### src/rtl/lccd_pkg.sv
// ---------------------------------------------------------------------------
// lccd_pkg: shared types and constants of the linear CCD frame builder
// Payload structs, register indexes, frame geometry, header words and the
// reciprocal constants used for the fixed divisions.
// ---------------------------------------------------------------------------
package lccd_pkg;

   // frame geometry
   localparam int PIXELS_OUT        = 1000;
   localparam int SAMPLES_PER_FRAME = 1546;
   localparam int DARK_COUNT        = 14;
   localparam int LEAD_SAMPLES      = 32;
   localparam int FULL_SPAN         = 1500;

   localparam int WIN_START = LEAD_SAMPLES +
                              ((PIXELS_OUT <= FULL_SPAN) ? (FULL_SPAN - PIXELS_OUT) / 2 : 0);
   localparam int WIN_END   = WIN_START + PIXELS_OUT - 1;

   localparam int IDX_W = 11;

   // header words
   localparam logic [15:0] HEAD_WORD = 16'h2107;
   localparam logic [15:0] TAIL_WORD = 16'h0721;
   localparam logic [15:0] PIX_WORD  = 16'(PIXELS_OUT);
   localparam logic [7:0]  MODE_BYTE = 8'd1;

   // reset values of the configuration registers
   localparam logic [15:0] EXPOSURE_RST = 16'd2000;
   localparam logic [3:0]  WARMUP_RST   = 4'd5;
   localparam logic [3:0]  FRAMES_MAX   = 4'hF;

   // dark mean: sum * ceil(2^21 / DARK_COUNT) >> 21 is exact for 16-bit sums
   localparam int          DARK_SHIFT = 21;
   localparam logic [21:0] DARK_RECIP = 22'((2**DARK_SHIFT + DARK_COUNT - 1) / DARK_COUNT);

   // pixel: diff * ceil(2^16 / 10) >> 16 is exact for 12-bit differences
   localparam int          PIX_DIVISOR = 10;
   localparam int          PIX_SHIFT   = 16;
   localparam logic [15:0] PIX_RECIP   = 16'((2**PIX_SHIFT + PIX_DIVISOR - 1) / PIX_DIVISOR);

   // queue between front and back
   localparam int QDEPTH = 16;
   localparam int QPTR_W = $clog2(QDEPTH);

   typedef enum logic {
      CSR_EXPOSURE = 1'b0,
      CSR_WARMUP   = 1'b1
   } csr_addr_type;

   typedef enum logic [3:0] {
      BYTE_HEAD_LO = 4'd0,
      BYTE_HEAD_HI = 4'd1,
      BYTE_PIX_LO  = 4'd2,
      BYTE_PIX_HI  = 4'd3,
      BYTE_EXP_LO  = 4'd4,
      BYTE_EXP_HI  = 4'd5,
      BYTE_MODE    = 4'd6,
      BYTE_INDEX   = 4'd7,
      BYTE_TAIL_LO = 4'd8,
      BYTE_TAIL_HI = 4'd9,
      BYTE_PIXEL   = 4'd10
   } byte_pos_type;

   typedef struct packed {
      logic [11:0] sample;
      logic        frame_start;
   } req_type;

   typedef struct packed {
      logic [7:0] out_byte;
      logic       last;
   } rsp_type;

   // one published pixel, with its header if it opens a frame
   typedef struct packed {
      logic        header;
      logic        last;
      logic [7:0]  frame_idx;
      logic [15:0] exposure;
      logic [11:0] sample;
      logic [11:0] level;
   } job_type;

   typedef struct packed {
      logic full;
      logic almost_full;
      logic empty;
   } q_status_type;

endpackage

### src/rtl/lccd_front.sv
// ---------------------------------------------------------------------------
// lccd_front: sample classification
// Tracks the readout position, the dark sum and the warmup count, and hands
// every published pixel to the queue in the cycle after it is accepted, with its dark level.
// ---------------------------------------------------------------------------
module lccd_front (
   input  logic                   clock,
   input  logic                   reset,
   input  logic                   accept,
   input  lccd_pkg::req_type      req_data,
   input  logic                   csr_we,
   input  lccd_pkg::csr_addr_type csr_addr,
   input  logic [15:0]            csr_wdata,
   output logic                   job_push,
   output lccd_pkg::job_type      job
);
   import lccd_pkg::*;

   localparam logic [IDX_W-1:0] SPF_C   = IDX_W'(SAMPLES_PER_FRAME);
   localparam logic [IDX_W-1:0] DARK_C  = IDX_W'(DARK_COUNT);
   localparam logic [IDX_W-1:0] DLAST_C = IDX_W'(DARK_COUNT - 1);
   localparam logic [IDX_W-1:0] WSTA_C  = IDX_W'(WIN_START);
   localparam logic [IDX_W-1:0] WEND_C  = IDX_W'(WIN_END);

   logic [15:0]      exposure_ff;
   logic [3:0]       warmup_ff;
   logic [IDX_W-1:0] sample_count_ff, sample_count_in;
   logic [15:0]      dark_sum_ff, dark_sum_in;
   logic [11:0]      dark_level_ff, dark_level_in;
   logic [3:0]       frames_seen_ff, frames_seen_in;
   logic [7:0]       frame_counter_ff, frame_counter_in;

   // second stage
   logic             s2_valid_ff, s2_valid_in;
   logic             s2_dark_ff, s2_dark_in;
   job_type          s2_job_ff;

   logic [IDX_W-1:0] idx;
   logic             active;
   logic [15:0]      sum_base;
   logic [15:0]      sum_next;
   logic             publish;
   logic             in_window;
   logic             emit;
   logic [37:0]      dark_prod;
   logic [11:0]      level_new;

   always_ff @(posedge clock) begin
      if (reset) begin
         exposure_ff <= EXPOSURE_RST;
         warmup_ff   <= WARMUP_RST;
      end else if (csr_we) begin
         unique case (csr_addr)
            CSR_EXPOSURE: exposure_ff <= csr_wdata;
            CSR_WARMUP:   warmup_ff   <= csr_wdata[3:0];
            default:      ;
         endcase
      end
   end

   always_comb begin
      idx       = req_data.frame_start ? '0 : sample_count_ff;
      active    = idx < SPF_C;
      sum_base  = (req_data.frame_start || idx == '0) ? 16'd0 : dark_sum_ff;
      sum_next  = sum_base + 16'(req_data.sample);
      publish   = frames_seen_ff >= warmup_ff;
      in_window = (idx >= WSTA_C) && (idx <= WEND_C);
      emit      = accept && active && publish && in_window;

      sample_count_in  = sample_count_ff;
      dark_sum_in      = dark_sum_ff;
      frames_seen_in   = frames_seen_ff;
      frame_counter_in = frame_counter_ff;
      s2_valid_in      = emit;
      s2_dark_in       = accept && active && (idx == DLAST_C);

      if (accept) begin
         if (req_data.frame_start) begin
            sample_count_in = '0;
            dark_sum_in     = 16'd0;
         end
         if (active) begin
            sample_count_in = idx + 1'b1;
            if (idx < DARK_C) begin
               dark_sum_in = sum_next;
            end
            if ((idx + 1'b1) == SPF_C && frames_seen_ff < warmup_ff
                && frames_seen_ff != FRAMES_MAX) begin
               frames_seen_in = frames_seen_ff + 4'd1;
            end
         end
         if (emit && idx == WSTA_C) begin
            frame_counter_in = frame_counter_ff + 8'd1;
         end
      end
   end

   // dark mean of the finished sum; used by the pixel in this stage as well
   always_comb begin
      dark_prod     = 38'(dark_sum_ff) * 38'(DARK_RECIP);
      level_new     = dark_prod[DARK_SHIFT +: 12];
      dark_level_in = s2_dark_ff ? level_new : dark_level_ff;
   end

   always_ff @(posedge clock) begin
      if (reset) begin
         sample_count_ff  <= '0;
         dark_sum_ff      <= '0;
         dark_level_ff    <= '0;
         frames_seen_ff   <= '0;
         frame_counter_ff <= '0;
         s2_valid_ff      <= 1'b0;
         s2_dark_ff       <= 1'b0;
      end else begin
         sample_count_ff  <= sample_count_in;
         dark_sum_ff      <= dark_sum_in;
         dark_level_ff    <= dark_level_in;
         frames_seen_ff   <= frames_seen_in;
         frame_counter_ff <= frame_counter_in;
         s2_valid_ff      <= s2_valid_in;
         s2_dark_ff       <= s2_dark_in;
      end
   end

   always_ff @(posedge clock) begin
      if (accept) begin
         s2_job_ff.header    <= (idx == WSTA_C);
         s2_job_ff.last      <= (idx == WEND_C);
         s2_job_ff.frame_idx <= frame_counter_ff + 8'd1;
         s2_job_ff.exposure  <= exposure_ff;
         s2_job_ff.sample    <= req_data.sample;
         s2_job_ff.level     <= '0;
      end
   end

   always_comb begin
      job       = s2_job_ff;
      job.level = dark_level_in;
      job_push  = s2_valid_ff;
   end

endmodule

### src/rtl/lccd_queue.sv
// ---------------------------------------------------------------------------
// lccd_queue: pixel job queue
// Short register queue between classification and byte serialisation.
// ---------------------------------------------------------------------------
module lccd_queue (
   input  logic                   clock,
   input  logic                   reset,
   input  logic                   push,
   input  lccd_pkg::job_type      push_job,
   input  logic                   pop,
   output lccd_pkg::job_type      head,
   output lccd_pkg::q_status_type status
);
   import lccd_pkg::*;

   job_type            mem_ff [QDEPTH];
   logic [QPTR_W-1:0]  wr_ptr_ff, wr_ptr_in;
   logic [QPTR_W-1:0]  rd_ptr_ff, rd_ptr_in;
   logic [QPTR_W:0]    count_ff, count_in;

   localparam logic [QPTR_W-1:0] PTR_LAST = QPTR_W'(QDEPTH - 1);
   localparam logic [QPTR_W:0]   CNT_FULL = (QPTR_W + 1)'(QDEPTH);
   localparam logic [QPTR_W:0]   CNT_HIGH = (QPTR_W + 1)'(QDEPTH - 1);

   always_comb begin
      wr_ptr_in = wr_ptr_ff;
      rd_ptr_in = rd_ptr_ff;
      count_in  = count_ff;
      if (push) begin
         wr_ptr_in = (wr_ptr_ff == PTR_LAST) ? '0 : wr_ptr_ff + 1'b1;
      end
      if (pop) begin
         rd_ptr_in = (rd_ptr_ff == PTR_LAST) ? '0 : rd_ptr_ff + 1'b1;
      end
      if (push && !pop) begin
         count_in = count_ff + 1'b1;
      end else if (pop && !push) begin
         count_in = count_ff - 1'b1;
      end
   end

   always_ff @(posedge clock) begin
      if (reset) begin
         wr_ptr_ff <= '0;
         rd_ptr_ff <= '0;
         count_ff  <= '0;
      end else begin
         wr_ptr_ff <= wr_ptr_in;
         rd_ptr_ff <= rd_ptr_in;
         count_ff  <= count_in;
      end
   end

   always_ff @(posedge clock) begin
      if (push) begin
         mem_ff[wr_ptr_ff] <= push_job;
      end
   end

   always_comb begin
      head               = mem_ff[rd_ptr_ff];
      status.full        = count_ff == CNT_FULL;
      status.almost_full = count_ff >= CNT_HIGH;
      status.empty       = count_ff == '0;
   end

endmodule

### src/rtl/lccd_back.sv
// ---------------------------------------------------------------------------
// lccd_back: byte serialiser
// Expands each queued job into the converted pixel byte, preceded by the header
// bytes when the job opens a frame, holding them in an output register for the receiver.
// ---------------------------------------------------------------------------
module lccd_back (
   input  logic                   clock,
   input  logic                   reset,
   input  lccd_pkg::job_type      head,
   input  logic                   q_empty,
   output logic                   q_pop,
   output logic                   rsp_empty,
   input  logic                   rsp_pop,
   output lccd_pkg::rsp_type      rsp_data
);
   import lccd_pkg::*;

   byte_pos_type pos_ff, pos_in;
   byte_pos_type pos_eff;
   logic         out_valid_ff, out_valid_in;
   rsp_type      out_ff;
   rsp_type      next_rsp;
   logic         load;
   logic [11:0]  diff;
   logic [27:0]  pix_prod;
   logic [11:0]  quot;
   logic [7:0]   pix_byte;

   // pixel = clamp((level - sample) / 10), zero when the sample is brighter
   always_comb begin
      diff     = head.level - head.sample;
      pix_prod = 28'(diff) * 28'(PIX_RECIP);
      quot     = pix_prod[PIX_SHIFT +: 12];
      if (head.sample >= head.level) begin
         pix_byte = 8'd0;
      end else if (quot[11:8] != 4'd0) begin
         pix_byte = 8'hFF;
      end else begin
         pix_byte = quot[7:0];
      end
   end

   always_comb begin
      pos_eff       = head.header ? pos_ff : BYTE_PIXEL;
      next_rsp.last = 1'b0;
      unique case (pos_eff)
         BYTE_HEAD_LO: next_rsp.out_byte = HEAD_WORD[7:0];
         BYTE_HEAD_HI: next_rsp.out_byte = HEAD_WORD[15:8];
         BYTE_PIX_LO:  next_rsp.out_byte = PIX_WORD[7:0];
         BYTE_PIX_HI:  next_rsp.out_byte = PIX_WORD[15:8];
         BYTE_EXP_LO:  next_rsp.out_byte = head.exposure[7:0];
         BYTE_EXP_HI:  next_rsp.out_byte = head.exposure[15:8];
         BYTE_MODE:    next_rsp.out_byte = MODE_BYTE;
         BYTE_INDEX:   next_rsp.out_byte = head.frame_idx;
         BYTE_TAIL_LO: next_rsp.out_byte = TAIL_WORD[7:0];
         BYTE_TAIL_HI: next_rsp.out_byte = TAIL_WORD[15:8];
         default: begin
            next_rsp.out_byte = pix_byte;
            next_rsp.last     = head.last;
         end
      endcase

      load  = !q_empty && (!out_valid_ff || rsp_pop);
      q_pop = load && (pos_eff == BYTE_PIXEL);

      pos_in = pos_ff;
      if (load) begin
         pos_in = q_pop ? BYTE_HEAD_LO : byte_pos_type'(4'(pos_ff + 4'd1));
      end

      out_valid_in = out_valid_ff;
      if (load) begin
         out_valid_in = 1'b1;
      end else if (rsp_pop) begin
         out_valid_in = 1'b0;
      end
   end

   always_ff @(posedge clock) begin
      if (reset) begin
         pos_ff       <= BYTE_HEAD_LO;
         out_valid_ff <= 1'b0;
      end else begin
         pos_ff       <= pos_in;
         out_valid_ff <= out_valid_in;
      end
   end

   always_ff @(posedge clock) begin
      if (load) begin
         out_ff <= next_rsp;
      end
   end

   assign rsp_empty = !out_valid_ff;
   assign rsp_data  = out_ff;

endmodule

### src/rtl/linear_ccd_frame_builder.sv
// ---------------------------------------------------------------------------
// linear_ccd_frame_builder: linear CCD readout to packed frame bytes
// Dark-referenced pixel conversion with a framed, little-endian byte output.
// ---------------------------------------------------------------------------
// Usage:
//   Samples enter on req_push/req_full/req_data, one per cycle while req_full
//   is low; frame_start marks element 0 of a readout. Bytes leave on
//   rsp_empty/rsp_pop/rsp_data, header bytes first, the last window pixel
//   flagged. csr_we/csr_addr/csr_wdata write exposure (0) or warmup count (1).
//   Path: a published sample passes the dark-level stage, the job queue and
//   the output register on its way to rsp_data.
//   Throughput: one sample per cycle while req_full is low; a published
//   pixel yields one output byte, the frame's first eleven. The 16-entry job
//   queue takes up the header burst; req_full rises only once it nearly fills.
//   When the receiver stalls the output register holds its byte, the queue
//   fills and req_full then holds off the sender; nothing is dropped.
//   Reset clears position, dark level, warmup and frame counters, empties
//   the queue and sets exposure to 2000 us and warmup to five frames.
// ---------------------------------------------------------------------------
module linear_ccd_frame_builder (
   input  logic                   clock,
   input  logic                   reset,
   input  logic                   req_push,
   output logic                   req_full,
   input  lccd_pkg::req_type      req_data,
   output logic                   rsp_empty,
   input  logic                   rsp_pop,
   output lccd_pkg::rsp_type      rsp_data,
   input  logic                   csr_we,
   input  lccd_pkg::csr_addr_type csr_addr,
   input  logic [15:0]            csr_wdata
);
   import lccd_pkg::*;

   logic         accept;
   logic         q_push;
   logic         q_pop;
   job_type      push_job;
   job_type      head;
   q_status_type q_status;

   // one slot kept for the job still in the dark-level stage
   assign req_full = q_status.full || (q_status.almost_full && q_push);
   assign accept   = req_push && !req_full;

   lccd_front u_front (
      .clock     (clock),
      .reset     (reset),
      .accept    (accept),
      .req_data  (req_data),
      .csr_we    (csr_we),
      .csr_addr  (csr_addr),
      .csr_wdata (csr_wdata),
      .job_push  (q_push),
      .job       (push_job)
   );

   lccd_queue u_queue (
      .clock    (clock),
      .reset    (reset),
      .push     (q_push),
      .push_job (push_job),
      .pop      (q_pop),
      .head     (head),
      .status   (q_status)
   );

   lccd_back u_back (
      .clock     (clock),
      .reset     (reset),
      .head      (head),
      .q_empty   (q_status.empty),
      .q_pop     (q_pop),
      .rsp_empty (rsp_empty),
      .rsp_pop   (rsp_pop),
      .rsp_data  (rsp_data)
   );

   a_no_overflow: assert property (@(posedge clock) disable iff (reset)
      !(q_push && q_status.full && !q_pop))
      else $error("job queue overflow");

   a_no_underflow: assert property (@(posedge clock) disable iff (reset)
      q_pop |-> !q_status.empty)
      else $error("job queue underflow");

   a_reset_empty: assert property (@(posedge clock)
      reset |=> rsp_empty)
      else $error("output not empty after reset");

   a_full_blocks: assert property (@(posedge clock) disable iff (reset)
      q_status.full |-> req_full)
      else $error("input open while queue full");

endmodule
### config.mk
export PLATFORM = sky130hd
export DESIGN_NAME = linear_ccd_frame_builder
export DESIGN_NICKNAME = d
export VERILOG_FILES = /design/src/rtl/lccd_pkg.sv /design/src/rtl/lccd_front.sv /design/src/rtl/lccd_queue.sv /design/src/rtl/lccd_back.sv /design/src/rtl/linear_ccd_frame_builder.sv
export SDC_FILE = /design/constraint.sdc
export NUM_CORES = 1
export LEC_CHECK = 0
export BUFFER_PORTS_ARGS = -buffer_cell sky130_fd_sc_hd__buf_2
export CAP_MARGIN = 40
export CORE_MARGIN = 2
export CORE_UTILIZATION = 45
export DETAILED_ROUTE_END_ITERATION = 8
export GPL_ROUTABILITY_DRIVEN = 0
export MAX_ROUTING_LAYER = met4
export PLACE_DENSITY_LB_ADDON = 0.1
export SLEW_MARGIN = 20
export SYNTH_ARGS = -nofsm -noshare
export SYNTH_HDL_FRONTEND = slang
export SYNTH_SLANG_ARGS = --single-unit
### constraint.sdc
create_clock -name clock -period 17.2 [get_ports clock]
set_input_delay 0.86 -clock clock [delete_from_list [all_inputs] [get_ports clock]]
set_output_delay 0.86 -clock clock [all_outputs]
set_load 0.01 [all_outputs]
==> run_results.csv, run 1 <==
group,metric,value,unit
worst_setup_path,timing_worst_setup_path_type,"reg -> reg",
clock_tree,cts_htree_levels,3,
worst_setup_path,worst_path_arrival_time,9.66,ns
synthesis,netlist.area_leader.share,0.584,
clock_tree,path_clk_slew,0.06,ns
global_route,global_route_wire_length_before_repair,157,mm
route,per_cell_via_count_in_the_routed_design,5.74,
clock_tree,clock_tree.root_cell,"sky130_fd_sc_hd__clkbuf_16",
clock_tree,cts_hold_buf,0,
route,drt.antenna.violating_nets,0,
sta,post_route_setup_tns,0,ns
floorplanning,die_height,315,um
placed_design,dp_hpwl,64.7,mm
final_layout,layout-area-overhead-vs-synth,11.6,%
global_route,grt_use_total,0.223,
synthesis,netlist_top_cells_count,"847 x sky130_fd_sc_hd__edfxtp_1, 234 x sky130_fd_sc_hd__ha_1, 229 x sky130_fd_sc_hd__mux4_2",
floorplanning,initial_utilization,0.452,
run,drv_cap,0,
floorplanning,floorplan.rows,114,
sta,max_freq,108,MHz
global_route,antenna_found_initial,2,
floorplanning,floorplan.io_pins,46,
worst_setup_path,reg2reg_to,"u_back.rsp_data[3]$_DFFE_PP_",
final_layout,finish.net_count,3114,
global_route,pin_count_of_the_biggest_net_entering_global_routing,103,
floorplanning,dieWidth,315,um
synthesis,postSynthRegisterBits,942,
placed_design,place_ws,7.87,ns
synthesis,synth_cells,2676,
clock_tree,numClockSinks,942,
synthesis,cell_variety_after_synth,75,
synthesis,most_common_flop_cell_mapped_by_yosys,"sky130_fd_sc_hd__edfxtp_1",
floorplanning,coreArea,0.0963,mm2
route,totalWireLength,106,mm
worst_hold_path,worst_hold_startpoint,"csr_wdata[6]",
worst_setup_path,endpoint_kind,"flop",
worst_hold_path,min_delay_worst_endpoint,"u_front.exposure_ff[6]$_SDFFE_PP1P_",
worst_setup_path,worstRegToRegCells,26,
outcome,run_status,"completed",
synthesis,largest_cells_by_area_after_synthesis,"sky130_fd_sc_hd__edfxtp_1 58%, sky130_fd_sc_hd__mux4_2 12%, sky130_fd_sc_hd__ha_1 6.7%, sky130_fd_sc_hd__dfxtp_1 4.4%, sky130_fd_sc_hd__fa_1 3.8%",
synthesis,most_common_cell_in_the_synthesized_netlist,"sky130_fd_sc_hd__edfxtp_1",
synthesis,synth-seq-area-share,0.628,
clock_tree,cts_tree,"built",
sta,timing.final.crit_share,0.538,
sta,grt_setup_unrepaired,"false",
synthesis,synth_area,0.0435,mm2
sta,period_needed,9.25,ns
clock_tree,cts.repair_timing.setup_buffer_count,0,
worst_setup_path,cp.required,17.61,ns
clock_tree,postCtsResizedCells,0,
sta,post-route-worst-setup-slack,7.95,ns
route,detailedRoute.firstPassIterationCount,5,
synthesis,async_reset_ff_frac,0,
worst_setup_path,type_of_element_launching_the_critical_path,"flop",
synthesis,ys_warn_count,0,
worst_hold_path,timing.hold.worst_path_depth,3,
final_layout,final_layout_size_suffix_gt1_frac,0.178,
placed_design,placed_cells,3934,
worst_hold_path,hold_class,"in -> reg",
route,count_of_routing_violations_after_the_opening_detailed_route_iteration,2083,
placed_design,numPortBuffers,45,
sta,timing.slew.headroom,0.371,
worst_setup_path,ff2ff_setup_slack,7.95,ns
clock_tree,cts_made_buffers,99,
global_route,number_of_global_route_vias_before_repair,24300,
sta,finClkSkew,0.0456,ns
route,routed_wire_length_per_instance,25.6,um
synthesis,avgSynthCellArea,16.3,um2
route,routed-via-count,23700,
synthesis,syn_nets,3027,
sta,report.final.slew_viol_count,0,
global_route,globalRoute.totalOverflow,0,
synthesis,synth.largest_area_cell,"sky130_fd_sc_hd__edfxtp_1",
final_layout,fin_cells,4123,
floorplanning,fp.dieArea,0.0992,mm2
route,remaining_drc_errors,0,
sta,setup_viol_count_final,0,
sta,worst_pin_slew,0.944,ns
worst_setup_path,worstPathMaxFanout,52,
sta,final_hold_viol_count,0,
synthesis,edff_count_synth,847,
clock_tree,clkLatencyLatePin,0.69,ns
clock_tree,cts_buffer_depth,3,
==> flip-flops by register name (all words and copies together), names as in the netlist, named ones only <==
signal and flops:
u_back.out_valid_ff 1, u_back.pos_ff 4, u_back.rsp_data 9, u_front.dark_level_ff 12, u_front.dark_sum_ff 16, u_front.exposure_ff 16
u_front.frame_counter_ff 8, u_front.frames_seen_ff 4, u_front.job 38, u_front.job_push 1, u_front.s2_dark_ff 1, u_front.sample_count_ff 11
u_front.warmup_ff 4, u_queue.count_ff 5, u_queue.mem_ff 800, u_queue.rd_ptr_ff 4, u_queue.wr_ptr_ff 4
==> area by class of cell <==
| class | instances | area [um2] |
|---|---|---|
| Tap cell | 1276 | 1600 |
| Clock buffer | 130 | 2650 |
| Multi-Input combinational cell | 1418 | 15000 |
| Sequential cell | 942 | 27400 |
| Timing Repair Buffer | 91 | 641 |
| Antenna cell | 1 | 2.50 |
| Clock inverter | 54 | 533 |
| Inverter | 211 | 792 |
| Fill cell | 7979 | 47700 |
==> routing by layer <==
layer,part of all wire,vias up,global-route usage
li1,-,10500,-
met1,0.43,12400,0.305
met2,0.49,696,0.355
met3,0.054,131,0.0284
met4,0.022,0,0.0571
met5,0,-,-
==> stage by stage <==
step	util	instance area, um2	hold WS (ns)
after floorplan	-	43500	0.408
after global placement	0.470	45200	0.414
after detailed placement	0.471	45300	0.425
after CTS	0.504	48500	0.349
after global routing	0.504	48600	0.371
final	0.504	48600	0.390
==> logic make-up (layout without fill, tap and decap cells) <==
group	count (synthesis)	after routing	share of synthesized area
other cells	0	1	0
simple gates	472	472	0.0550
mux	250	250	0.124
buf+inv	316	486	0.0286
flops	942	942	0.628
compound gates	308	308	0.0453
fa+ha+maj	316	316	0.105
xor+xnor	72	72	0.0145
==> cells in the final DEF (no fill, tap or decap), drive strengths merged, types with 45 or more instances in the layout <==
master,count
clkbuf,133
buf,87
mux4,229
dfxtp,95
o21ai,54
ha,234
nand2,135
a21oi,98
inv,217
fa,82
and2,45
edfxtp,847
nor2,92
==> worst max-delay path: stages (launching register included) <==
cell and delay [ns]:
sky130_fd_sc_hd__dfxtp_4 0.84, sky130_fd_sc_hd__buf_4 0.77, sky130_fd_sc_hd__mux4_2 0.42, sky130_fd_sc_hd__mux4_2 0.51
sky130_fd_sc_hd__ha_1 0.30, sky130_fd_sc_hd__nor2b_1 0.13, sky130_fd_sc_hd__o21ai_0 0.22, sky130_fd_sc_hd__a21boi_0 0.15
sky130_fd_sc_hd__o21ai_0 0.30, sky130_fd_sc_hd__a21oi_1 0.17, sky130_fd_sc_hd__xnor2_1 0.65, sky130_fd_sc_hd__xnor2_1 0.27
sky130_fd_sc_hd__fa_1 0.53, sky130_fd_sc_hd__inv_1 0.05, sky130_fd_sc_hd__fa_1 0.47, sky130_fd_sc_hd__inv_1 0.05
sky130_fd_sc_hd__fa_1 0.45, sky130_fd_sc_hd__fa_1 0.50, sky130_fd_sc_hd__inv_1 0.04, sky130_fd_sc_hd__ha_1 0.30
sky130_fd_sc_hd__o21ai_0 0.08, sky130_fd_sc_hd__a21oi_1 0.19, sky130_fd_sc_hd__o221ai_1 0.22, sky130_fd_sc_hd__a31oi_1 0.40
sky130_fd_sc_hd__mux2_2 0.24, sky130_fd_sc_hd__a21oi_1 0.11, sky130_fd_sc_hd__or4_1 0.58
==> worst max-delay path by stage <==
stage	from	to	cells after the start	slack, ns
5_1_grt	flop	u_back.rsp_data[1]$_DFFE_PP_	27	7.29
3_5_place_dp	flop	u_back.rsp_data[3]$_DFFE_PP_	27	7.87
4_1_cts	flop	u_back.rsp_data[3]$_DFFE_PP_	27	7.89
2_1_floorplan	flop	u_back.rsp_data[1]$_DFFE_PP_	34	8.49
3_3_place_gp	flop	u_back.rsp_data[3]$_DFFE_PP_	27	7.92
6_report	flop	u_back.rsp_data[3]$_DFFE_PP_	26	7.95
Power of run 1 is not shown: default switching activity piles up to over one toggle a cycle in this logic, so the estimate is an artifact.
==> run 2: changes to the inputs <==
clock period = 9.6 ns   (was 17.2 ns; I/O delays follow)
==> run_results.csv, run 2 (synthesis gave the netlist of run 1 again) <==
group,metric,value,unit
worst_setup_path,worstPathMaxFanout,47,
route,drt.antenna.violating_nets,0,
sta,max_freq,118,MHz
worst_hold_path,timing.hold.worst_path_depth,3,
final_layout,largest_register_ffs,800,
clock_tree,clock_tree.root_cell,"sky130_fd_sc_hd__clkbuf_16",
clock_tree,cts_htree_levels,3,
floorplanning,die_height,315,um
route,routed-via-count,23800,
sta,final_hold_viol_count,0,
global_route,pin_count_of_the_biggest_net_entering_global_routing,55,
sta,grt_setup_unrepaired,"false",
sta,setup_viol_count_final,0,
placed_design,numPortBuffers,45,
sta,timing.final.crit_share,0.884,
final_layout,final_cell_mix,"847 x sky130_fd_sc_hd__edfxtp_1, 234 x sky130_fd_sc_hd__ha_1, 229 x sky130_fd_sc_hd__mux4_2",
clock_tree,cts_made_buffers,101,
final_layout,regMostFlops,"u_queue.mem_ff",
worst_setup_path,endpoint_kind,"flop",
final_layout,final_layout_size_suffix_gt1_frac,0.182,
sta,timing.slew.headroom,0.438,
route,detailedRoute.firstPassIterationCount,6,
global_route,number_of_global_route_vias_before_repair,24800,
floorplanning,initial_utilization,0.452,
worst_setup_path,slowest_delay,0.84,ns
clock_tree,clkLatencyLatePin,0.68,ns
sta,post_route_setup_tns,0,ns
worst_setup_path,type_of_element_launching_the_critical_path,"flop",
global_route,grt_use_total,0.226,
final_layout,multiInputGateArea,0.0150,mm2
final_layout,most_common_cell_after_layout_fill_and_taps_aside,"sky130_fd_sc_hd__edfxtp_1",
worst_setup_path,worst_path_arrival_time,8.90,ns
placed_design,dp_hpwl,66.0,mm
floorplanning,floorplan.rows,114,
final_layout,final-seq-area,0.0274,mm2
route,drt-met1-wl,47.7,mm
clock_tree,path_clk_slew,0.06,ns
worst_setup_path,timing_worst_setup_path_type,"reg -> reg",
route,totalWireLength,107,mm
final_layout,insertedDiodeCount,0,
floorplanning,fp.dieArea,0.0992,mm2
worst_hold_path,hold_class,"in -> reg",
worst_setup_path,cp.required,10.01,ns
global_route,globalRoute.totalOverflow,0,
route,count_of_routing_violations_after_the_opening_detailed_route_iteration,1791,
worst_setup_path,path_common_cell,"sky130_fd_sc_hd__inv_1",
sta,period_needed,8.49,ns
sta,finClkSkew,0.0479,ns
clock_tree,cts_tree,"built",
global_route,antenna_found_initial,3,
route,routed-wl-met2,52.0,mm
global_route,global_route_wire_length_before_repair,160,mm
worst_hold_path,worst_hold_startpoint,"csr_wdata[12]",
worst_setup_path,ff2ff_setup_slack,1.11,ns
route,highest_layer,"met4",
run,drv_cap,0,
route,remaining_drc_errors,0,
clock_tree,cts_buffer_depth,3,
outcome,run_status,"completed",
sta,worst_pin_slew,0.844,ns
clock_tree,numClockSinks,942,
route,per_cell_via_count_in_the_routed_design,5.75,
sta,report.final.slew_viol_count,0,
route,wl_met3,5.67,mm
floorplanning,coreArea,0.0963,mm2
final_layout,layout-area-overhead-vs-synth,12.1,%
worst_setup_path,cpMaxStageDelayCell,"sky130_fd_sc_hd__dfxtp_4",
clock_tree,postCtsResizedCells,0,
worst_setup_path,worstRegToRegCells,29,
floorplanning,dieWidth,315,um
worst_hold_path,min_delay_worst_endpoint,"u_front.exposure_ff[12]$_SDFFE_PP0P_",
final_layout,finish.net_count,3129,
floorplanning,floorplan.io_pins,46,
final_layout,filler_cell_count_in_the_final_layout,7957,
worst_setup_path,reg2reg_to,"u_back.rsp_data[3]$_DFFE_PP_",
route,routed_wire_length_per_instance,25.8,um
run 2: how the worst max path moves through the flow:
stage                     from                           end  slack [ns]  depth (start not counted)
after floorplan           flop  u_back.rsp_data[1]$_DFFE_PP_        0.89                         34
after global placement    flop  u_back.rsp_data[3]$_DFFE_PP_        0.97                         27
after detailed placement  flop  u_back.rsp_data[3]$_DFFE_PP_        0.88                         27
after CTS                 flop  u_back.rsp_data[3]$_DFFE_PP_        0.89                         27
after global routing      flop  u_back.rsp_data[3]$_DFFE_PP_        0.52                         28
final                     flop  u_back.rsp_data[3]$_DFFE_PP_        1.11                         29
run 2: area by class of cell:
cell class / instances / area share
clock buffer: 132 / 0.0544
clock inverter: 59 / 0.0121
sequential: 942 / 0.561
inverter: 211 / 0.0163
timing repair buffer: 104 / 0.0167
multi-input combinational: 1418 / 0.307
tap: 1276 / 0.0327
run 2: timing repair:
action / in CTS / in global routing
hold endpoints to repair: 3 / 0
buffers inserted: 0 / 0
hold buffers: 3 / 0
run 2: layer usage:
layer | GRT usage | vias to the layer above
met5 | - | -
met2 | 0.358 | 637
met1 | 0.318 | 12500
li1 | - | 10500
met3 | 0.0251 | 102
met4 | 0.0487 | 0
run 2: through the flow:
step / cell area, um2 / utilization / setup WS (ns) / cells / hold WS, ns
after detailed placement: 45400 / 0.472 / 0.876 / 3943 / 0.418
final: 48800 / 0.507 / 1.11 / 4142 / 0.0472
after global placement: 45300 / 0.470 / 0.971 / 3933 / 0.414
after CTS: 48700 / 0.506 / 0.894 / 4137 / 0.00719
after floorplan: 43500 / - / 0.889 / 2676 / 0.408
after global routing: 48800 / 0.507 / 0.524 / 4142 / 0.0342
run 2: critical path, delay by kind of cell, from the launching register on:
family / cells / cell delay, ns
adder cells (fa/ha/maj): 7 / 2.76
AO/OA/AOI/OAI: 10 / 2.18
AND/OR/NAND/NOR: 1 / 0.55
multiplexers: 3 / 1.11
buffers and inverters: 7 / 0.58
flip-flops: 1 / 0.84
XOR/XNOR: 1 / 0.22
Power of run 2 is left out for the same reason.
==> run 3: changes to the inputs <==
CORE_UTILIZATION = 48   (was 45)
==> run_results.csv, run 3 (synthesis gave the netlist of run 1 again) <==
group,metric,value,unit
floorplanning,fp.dieArea,0.0931,mm2
placed_design,dp_hpwl,64.0,mm
worst_setup_path,critical-path-top-delay-family,"adder cells",
sta,setup_viol_count_final,0,
worst_setup_path,cp.required,9.99,ns
final_layout,final_cell_mix,"847 x sky130_fd_sc_hd__edfxtp_1, 234 x sky130_fd_sc_hd__ha_1, 229 x sky130_fd_sc_hd__mux4_2",
sta,timing.slew.headroom,0.438,
worst_setup_path,cpMaxStageDelayCell,"sky130_fd_sc_hd__dfxtp_4",
clock_tree,clkLatencyLatePin,0.66,ns
sta,finClkSkew,0.0196,ns
worst_setup_path,slowest_delay,0.66,ns
floorplanning,coreArea,0.0899,mm2
final_layout,final-seq-area,0.0274,mm2
clock_tree,cts_tree,"built",
placed_design,numPortBuffers,45,
worst_setup_path,worstPathMaxFanout,44,
worst_hold_path,hold_class,"in -> reg",
route,drt.antenna.violating_nets,0,
final_layout,final_layout_size_suffix_gt1_frac,0.178,
run,drv_cap,0,
sta,worst_pin_slew,0.843,ns
worst_setup_path,endpoint_kind,"flop",
final_layout,largest_register_ffs,800,
route,count_of_routing_violations_after_the_opening_detailed_route_iteration,2039,
route,per_cell_via_count_in_the_routed_design,5.88,
clock_tree,cts_htree_levels,3,
floorplanning,die_height,305,um
sta,grt_setup_unrepaired,"false",
sta,max_freq,115,MHz
sta,post_route_setup_tns,0,ns
final_layout,finish.net_count,3122,
floorplanning,dieWidth,305,um
global_route,globalRoute.totalOverflow,0,
floorplanning,floorplan.rows,110,
final_layout,multiInputGateArea,0.0150,mm2
floorplanning,floorplan.io_pins,46,
sta,final_hold_viol_count,0,
global_route,pin_count_of_the_biggest_net_entering_global_routing,54,
sta,timing.final.crit_share,0.903,
worst_setup_path,cp.buffers_inverters,4,
final_layout,layout-area-overhead-vs-synth,11.5,%
global_route,number_of_global_route_vias_before_repair,24200,
final_layout,regMostFlops,"u_queue.mem_ff",
sta,report.final.slew_viol_count,0,
global_route,global_route_wire_length_before_repair,155,mm
floorplanning,initial_utilization,0.484,
clock_tree,path_clk_slew,0.06,ns
route,detailedRoute.firstPassIterationCount,7,
clock_tree,clock_tree.root_cell,"sky130_fd_sc_hd__clkbuf_16",
global_route,grt_use_total,0.232,
global_route,antenna_found_initial,1,
worst_setup_path,timing_worst_setup_path_type,"reg -> reg",
clock_tree,cts_buffer_depth,3,
route,routed-via-count,23700,
worst_setup_path,path_common_cell,"sky130_fd_sc_hd__ha_1",
worst_setup_path,type_of_element_launching_the_critical_path,"flop",
route,routed_wire_length_per_instance,25.7,um
outcome,run_status,"completed",
worst_setup_path,worst_path_arrival_time,9.06,ns
route,totalWireLength,104,mm
clock_tree,postCtsResizedCells,0,
route,remaining_drc_errors,0,
clock_tree,cts_made_buffers,96,
sta,period_needed,8.67,ns
final_layout,most_common_cell_after_layout_fill_and_taps_aside,"sky130_fd_sc_hd__edfxtp_1",
clock_tree,numClockSinks,942,
clock_tree,cts.repair_timing.setup_buffer_count,0,
final_layout,filler_cell_count_in_the_final_layout,7140,
[run 3: worst paths after layout]
check	startpoint	to	slack, ns	depth (start not counted)
worst min register to register	u_front.exposure_ff[8]$_SDFFE_PP1P_	u_front.job[32]$_DFFE_PP_	0.44	0
worst min-delay path	csr_wdata[9]	u_front.exposure_ff[9]$_SDFFE_PP1P_	0.05	3
worst max-delay path	flop	u_back.rsp_data[1]$_DFFE_PP_	0.93	28
worst max register to register	flop	u_back.rsp_data[1]$_DFFE_PP_	0.93	28
[run 3: metal layers]
| metal | GRT usage | wire, um |
|---|---|---|
| met5 | - | 0 |
| met3 | 0.0262 | 6010 |
| met2 | 0.369 | 50600 |
| met4 | 0.0494 | 1480 |
| met1 | 0.327 | 45600 |
[run 3: per-stage QoR]
step	instance area (um2)	setup WS (ns)	utilization	hold slack, ns	instances
global placement	45200	0.853	0.502	0.416	3834
global route	48500	0.254	0.540	0.0488	4029
detailed placement	45300	0.742	0.504	0.426	3844
floorplan	43500	0.889	-	0.408	2676
CTS	48500	0.739	0.539	0.00127	4025
finish	48500	0.929	0.540	0.0476	4030
[run 3: cell type report]
type                            count  area share
Timing Repair Buffer              102      0.0158
Sequential cell                   942       0.564
Multi-Input combinational cell   1418       0.309
Clock buffer                      130      0.0534
Antenna cell                        1   0.0000516
Tap cell                         1176      0.0303
Clock inverter                     50      0.0114
Inverter                          211      0.0164
[run 3: tightest hold or removal path, stage by stage]
cell                      delay (ns)
sky130_fd_sc_hd__buf_2          0.08
sky130_fd_sc_hd__nand2_1        0.04
sky130_fd_sc_hd__nand3_1        0.07
[run 3: timing repair]
action	4_1_cts	5_1_grt
endpoints found under the hold margin	1	0
setup endpoints to repair	0	0
hold buffers	1	0
Power of run 3 is left out for the same reason.
